File: src/hw/rtl/prefix_polynomial_hash_macros.svh
// assertion macros shared by the prefix hash rtl
// expects signals named clock and reset in the including module
`ifndef PREFIX_POLYNOMIAL_HASH_MACROS_SVH
`define PREFIX_POLYNOMIAL_HASH_MACROS_SVH

// condition holds at every edge out of reset
`define PH_ASSERT_ALWAYS(label, cond, msg) \
   label: assert property (@(posedge clock) disable iff (reset) (cond)) else $error(msg);

// consequence holds in the same cycle
`define PH_ASSERT_IMP(label, ante, cons, msg) \
   label: assert property (@(posedge clock) disable iff (reset) (ante) |-> (cons)) \
      else $error(msg);

// consequence holds in the next cycle
`define PH_ASSERT_NEXT(label, ante, cons, msg) \
   label: assert property (@(posedge clock) disable iff (reset) (ante) |=> (cons)) \
      else $error(msg);

`endif

File: src/hw/rtl/phash_pkg.sv
// widths, codes, shared types and modular helpers of the prefix hash block
// no dependencies
package phash_pkg;

   localparam int MAX_LEN  = 1024;
   localparam int ADDR_W   = $clog2(MAX_LEN);
   localparam int LEN_W    = $clog2(MAX_LEN + 1);

   localparam int CMD_W    = 2;
   localparam int SYM_W    = 16;
   localparam int IDX_W    = 10;
   localparam int STATUS_W = 2;
   localparam int PRIME_W  = 30;
   localparam int WRAP_W   = 64;
   localparam int CMP_W    = (LEN_W > IDX_W) ? LEN_W : IDX_W;
   localparam int MUL7_W   = PRIME_W + 3;

   localparam int MUL_STEPS  = PRIME_W;
   localparam int MUL_CNT_W  = $clog2(MUL_STEPS);
   localparam int WRAP_DIGIT = 16;

   localparam logic [PRIME_W-1:0] HASH_PRIME = 30'd1000000007;
   localparam int SYM_OFFSET = 3;

   localparam logic [CMD_W-1:0] CMD_CLEAR  = 2'd0;
   localparam logic [CMD_W-1:0] CMD_APPEND = 2'd1;
   localparam logic [CMD_W-1:0] CMD_QUERY  = 2'd2;
   localparam logic [CMD_W-1:0] CMD_NOP    = 2'd3;

   localparam logic [STATUS_W-1:0] ST_OK    = 2'd0;
   localparam logic [STATUS_W-1:0] ST_RANGE = 2'd1;
   localparam logic [STATUS_W-1:0] ST_FULL  = 2'd2;

   typedef struct packed {
      logic [PRIME_W-1:0] prime;
      logic [WRAP_W-1:0]  wrap;
   } hash_word_type;

   typedef struct packed {
      logic [PRIME_W-1:0] a_prime;
      logic [PRIME_W-1:0] b_prime;
      logic [WRAP_W-1:0]  a_wrap;
      logic [WRAP_W-1:0]  b_wrap;
   } mul_op_type;

   typedef struct packed {
      logic busy;
      logic done;
   } mul_stat_type;

   // 7 * x mod p for x < p, quotient taken from the top bits and fixed once
   function automatic logic [PRIME_W-1:0] mul7_prime(input logic [PRIME_W-1:0] x);
      logic [MUL7_W-1:0] x7;
      logic [2:0]        q;
      logic [MUL7_W-1:0] r;
      x7 = {x, 3'b000} - {3'b000, x};
      q  = x7[MUL7_W-1:PRIME_W];
      r  = x7 - MUL7_W'(q) * MUL7_W'(HASH_PRIME);
      if (r >= MUL7_W'(HASH_PRIME)) begin
         r = r - MUL7_W'(HASH_PRIME);
      end
      return r[PRIME_W-1:0];
   endfunction

   function automatic logic [WRAP_W-1:0] mul7_wrap(input logic [WRAP_W-1:0] x);
      return {x[WRAP_W-4:0], 3'b000} - x;
   endfunction

   function automatic logic [PRIME_W-1:0] add_prime(input logic [PRIME_W-1:0] a,
                                                    input logic [PRIME_W-1:0] b);
      logic [PRIME_W:0] s;
      s = {1'b0, a} + {1'b0, b};
      if (s >= {1'b0, HASH_PRIME}) begin
         s = s - {1'b0, HASH_PRIME};
      end
      return s[PRIME_W-1:0];
   endfunction

   function automatic logic [PRIME_W-1:0] sub_prime(input logic [PRIME_W-1:0] a,
                                                    input logic [PRIME_W-1:0] b);
      logic [PRIME_W:0] d;
      d = {1'b0, a} - {1'b0, b};
      if (d[PRIME_W]) begin
         d = d + {1'b0, HASH_PRIME};
      end
      return d[PRIME_W-1:0];
   endfunction

   // symbol plus offset, as a residue mod p
   function automatic logic [PRIME_W-1:0] sym_prime(input logic [SYM_W-1:0] sym);
      logic [SYM_W:0] v;
      v = {sym[SYM_W-1], sym} + (SYM_W + 1)'(SYM_OFFSET);
      if (v[SYM_W]) begin
         return HASH_PRIME + {{(PRIME_W - SYM_W - 1){1'b1}}, v};
      end
      return PRIME_W'(v);
   endfunction

   // symbol plus offset, sign extended for the wrapping hash
   function automatic logic [WRAP_W-1:0] sym_wrap(input logic [SYM_W-1:0] sym);
      logic [SYM_W:0] v;
      v = {sym[SYM_W-1], sym} + (SYM_W + 1)'(SYM_OFFSET);
      return {{(WRAP_W - SYM_W - 1){v[SYM_W]}}, v};
   endfunction

endpackage

File: src/hw/rtl/phash_mulmod.sv
// iterative multiplier: a*b mod p one bit per cycle, a*b mod 2^64 one 16-bit digit per cycle
// depends on phash_pkg and prefix_polynomial_hash_macros.svh
`include "prefix_polynomial_hash_macros.svh"

module phash_mulmod (
   input  logic                            clock,
   input  logic                            reset,
   input  logic                            start,
   input  phash_pkg::mul_op_type           op,
   output phash_pkg::mul_stat_type         stat,
   output logic [phash_pkg::PRIME_W-1:0]   prod_prime,
   output logic [phash_pkg::WRAP_W-1:0]    prod_wrap
);
   import phash_pkg::*;

   logic                        busy_ff, busy_in;
   logic                        done_ff, done_in;
   logic [MUL_CNT_W-1:0]        count_ff, count_in;
   logic [PRIME_W-1:0]          a_prime_ff, a_prime_in;
   logic [PRIME_W-1:0]          b_prime_ff, b_prime_in;
   logic [PRIME_W-1:0]          run_prime_ff, run_prime_in;
   logic [WRAP_W-1:0]           a_wrap_ff, a_wrap_in;
   logic [WRAP_W-1:0]           b_wrap_ff, b_wrap_in;
   logic [WRAP_W-1:0]           run_wrap_ff, run_wrap_in;
   logic [PRIME_W+1:0]          step_sum;
   logic [PRIME_W+1:0]          step_red;
   logic [WRAP_W+WRAP_DIGIT-1:0] part;

   always_comb begin
      busy_in      = busy_ff;
      done_in      = 1'b0;
      count_in     = count_ff;
      a_prime_in   = a_prime_ff;
      b_prime_in   = b_prime_ff;
      run_prime_in = run_prime_ff;
      a_wrap_in    = a_wrap_ff;
      b_wrap_in    = b_wrap_ff;
      run_wrap_in  = run_wrap_ff;

      // horner step, msb of b first: 2*run + bit*a stays below 3p
      step_sum = {1'b0, run_prime_ff, 1'b0}
               + (b_prime_ff[PRIME_W-1] ? {2'b00, a_prime_ff} : '0);
      priority if (step_sum >= {1'b0, HASH_PRIME, 1'b0}) begin
         step_red = step_sum - {1'b0, HASH_PRIME, 1'b0};
      end else if (step_sum >= {2'b00, HASH_PRIME}) begin
         step_red = step_sum - {2'b00, HASH_PRIME};
      end else begin
         step_red = step_sum;
      end

      part = a_wrap_ff * b_wrap_ff[WRAP_DIGIT-1:0];

      if (start) begin
         busy_in      = 1'b1;
         count_in     = '0;
         a_prime_in   = op.a_prime;
         b_prime_in   = op.b_prime;
         run_prime_in = '0;
         a_wrap_in    = op.a_wrap;
         b_wrap_in    = op.b_wrap;
         run_wrap_in  = '0;
      end else if (busy_ff) begin
         run_prime_in = step_red[PRIME_W-1:0];
         b_prime_in   = {b_prime_ff[PRIME_W-2:0], 1'b0};
         run_wrap_in  = run_wrap_ff + part[WRAP_W-1:0];
         a_wrap_in    = a_wrap_ff << WRAP_DIGIT;
         b_wrap_in    = b_wrap_ff >> WRAP_DIGIT;
         count_in     = count_ff + 1'b1;
         if (count_ff == MUL_CNT_W'(MUL_STEPS - 1)) begin
            busy_in = 1'b0;
            done_in = 1'b1;
         end
      end
   end

   always_ff @(posedge clock) begin
      if (reset) begin
         busy_ff  <= 1'b0;
         done_ff  <= 1'b0;
         count_ff <= '0;
      end else begin
         busy_ff  <= busy_in;
         done_ff  <= done_in;
         count_ff <= count_in;
      end
   end

   always_ff @(posedge clock) begin
      a_prime_ff   <= a_prime_in;
      b_prime_ff   <= b_prime_in;
      run_prime_ff <= run_prime_in;
      a_wrap_ff    <= a_wrap_in;
      b_wrap_ff    <= b_wrap_in;
      run_wrap_ff  <= run_wrap_in;
   end

   assign stat.busy  = busy_ff;
   assign stat.done  = done_ff;
   assign prod_prime = run_prime_ff;
   assign prod_wrap  = run_wrap_ff;

   `PH_ASSERT_NEXT(a_start_busy, start, busy_ff, "multiplier not busy after start")
   `PH_ASSERT_IMP(a_run_reduced, busy_ff, run_prime_ff < HASH_PRIME, "partial product not reduced")
   `PH_ASSERT_NEXT(a_done_pulse, done_ff, !done_ff, "done held longer than one cycle")

endmodule

File: config.mk
export PLATFORM = sky130hd
export DESIGN_NAME = phash_mulmod
export DESIGN_NICKNAME = d
export VERILOG_FILES = /design/src/hw/rtl/phash_pkg.sv /design/src/hw/rtl/phash_mulmod.sv
export VERILOG_INCLUDE_DIRS = /design/src /design/src/hw/rtl
export SDC_FILE = /design/constraint.sdc
export NUM_CORES = 2
export LEC_CHECK = 0
export BUFFER_PORTS_ARGS = -buffer_cell sky130_fd_sc_hd__buf_4
export CAP_MARGIN = 5
export CORE_ASPECT_RATIO = 1.2
export CORE_MARGIN = 3
export CORE_UTILIZATION = 29
export DETAILED_ROUTE_END_ITERATION = 10
export SLEW_MARGIN = 15
export SYNTH_ARGS = -nofsm -noshare
export SYNTH_HDL_FRONTEND = slang
export SYNTH_SLANG_ARGS = --single-unit
File: constraint.sdc
create_clock -name clock -period 7.8 [get_ports clock]
set_input_delay 0.39 -clock clock [delete_from_list [all_inputs] [get_ports clock]]
set_output_delay 0.39 -clock clock [all_outputs]
set_load 0.005 [all_outputs]
==> impl_metrics.toml <==
[sta]
slew_headroom = 0.339
worst_slack_ps = 393
fin_crit_ps = 7410
timing.final.crit_share = 0.950
rsz0062_at_grt = "false"
setup-violations-final = 0
hold_viol_final = 0
fin_skew_ps = 63.8
finalSetupTns_ps = 0
fmax_ghz = 0.135
max_slew.worst_pin.slew_ps = 991
final-max-slew-violation-count = 0

[yosys]
synth_edf_count = 188
synthArstFlopShare = 0
synth-main-ff-cell = "edfxtp_1"
yosys.area.top_type = "fa_1"
yosysMostFrequentCell = "inv_1"
synth_cell_types = 95
ys_seq_elements = 289
yosys-top-cells-count = "inv_1 (1064), fa_1 (815), nand2_1 (736)"
syn_avg_cell_area_um2 = 9.24
synth_area_um2 = 43200
synth_area_leaders = "fa_1 (38%), edfxtp_1 (13%), inv_1 (9.2%)"
synth_cells = 4678
ys_warn_count = 0
syn_nets = 5818
yosysTopAreaCellShare = 0.378
ys_seq_area_frac = 0.177

[routing]
num_vias = 33400
ant_nets = 0
routed_wl_um = 135000
drc = 0
drt_pass1_iterations = 8
viasPerCell = 4.76
detail_route.iter0.violations = 2084
wire_per_inst_um = 19.2

[critical_path]
cp_common_cell = "fa_1"
critPathCaptureType = "flip-flop"
crit_type = "flip-flop to flip-flop"
critPathRequiredTime_ps = 8250
cp_num_buf_inv = 9
path_max_fanout = 12
worst_path_largest_cell_delay_ps = 550
crit_family = "adder cells"
crit_path_start_kind = "flip-flop"
arrival_ps = 7850
slowest_stage = "fa_1"

[clock_network]
cts_root_buf = "clkbuf_16"
cts-htree-levels = 2
cts_buffers = 42
cts_buffer_depth = 3
cts_tree = "yes"
cts.sinks = 289
clk_pin_slew_ps = 60
insertion_delay_ps = 650

[place]
port_buffers = 286
place.gp.congestion = 0.904
dp_hpwl_um = 108000
pre_cts_ws_ps = -36.3
dp_cells = 6886

[floorplan]
die_x_um = 358
ios = 287
die_h_um = 429
die_area_um2 = 154000
rows = 154
start_util = 0.293
core_um2 = 147000

[global_routing]
grt_pass1_vias = 35700
grt-ovfl-total = 0
antenna_found_initial = 14
grt_util_all_layers = 0.177
grt_max_degree = 132
grt_first_pass_wirelength_um = 210000

[cells_and_area]
area_growth_pct = 17.2
layout.nets = 6162
drive_gt1_frac = 0.147
final_cells = 7012

[hold_path]
hold_class = "primary input to flip-flop"

[run_status]
status = "finished clean"

[flow_run]
max_cap_viol_count = 0
-- sequential cells by signal, summed over array words and instances, names as in the netlist, 5 cells and up --
signal / cells
prod_wrap: 64
a_prime_ff: 30
prod_prime: 30
b_prime_ff: 30
count_ff: 5
b_wrap_ff: 64
a_wrap_ff: 64
-- cell usage in the layout (no fill, tap or decap), types with 25 or more instances in the layout --
master         instances
nand3_1               25
inv_1               1063
dlygate4sd3_1         38
buf_4                481
and2_1               325
mux2i_1               48
a21o_1                66
dfxtp_1              100
o21ai_0               70
a31oi_1               26
edfxtp_1             188
xor2_1                32
a21oi_1              115
fa_1                 815
nor3_1                25
clkbuf_16             42
nand2_1              736
a211oi_1              29
nor2_1               135
mux2_2               126
ha_1                 134
xnor2_1               94
-- metal layers --
metal / wire length, um / track usage / vias to the layer above
met4: 3700 / 0.0478 / 2
met5: 13 / 0 / -
li1: - / - / 14900
met3: 9720 / 0.0351 / 203
met2: 66300 / 0.303 / 1110
met1: 55000 / 0.227 / 17100
-- final cells by class --
class                           count  area [um2]
Fill cell                       15100       96700
Clock inverter                     29         364
Multi-Input combinational cell   3081       30600
Inverter                         1065        4010
Sequential cell                   289        7670
Clock buffer                       49        1090
Timing Repair Buffer              543        4450
Antenna cell                        6        15.0
Tap cell                         1950        2440
-- final timing paths --
check	start	endpoint	slack (ps)	depth (start not counted)
max	b_wrap_ff[4]$_DFFE_PP_	prod_wrap[49]$_SDFFE_PP0P_	390	26
min reg2reg	prod_prime[4]$_SDFFE_PP0P_	prod_prime[4]$_SDFFE_PP0P_	490	2
max reg2reg	b_wrap_ff[4]$_DFFE_PP_	prod_wrap[49]$_SDFFE_PP0P_	390	26
min	op[67]	a_wrap_ff[3]$_SDFFCE_PN0P_	40	2
-- stage by stage --
stage	hold WS, ps	util	instance area, um2
finish	42.5	0.344	50700
global route	29.1	0.344	50600
CTS	0.815	0.343	50600
detailed placement	481	0.331	48700
global placement	474	0.331	48700
floorplan	462	-	43200
-- what timing repair did --
item	in CTS	in global routing
setup endpoints to repair	4	11
resized for setup	3	8
hold endpoints to repair	38	0
buffers inserted	0	4
hold buffers	38	0
pin swaps	0	0
gates cloned	0	0
-- kinds of logic after synthesis --
logic type,after synthesis,share of synthesized area
muxes,175,0.0443
and+or+nand+nor,1345,0.144
xor gates and xnor gates,127,0.0259
AOI/OAI and AO/OA,485,0.0772
buffers and inverters,1308,0.115
adders and majority gates,949,0.416
DFF,289,0.177
Power is left out: the tool's default activity adds up to more than one toggle a clock period on the data nets, which glitch-free logic cannot reach.
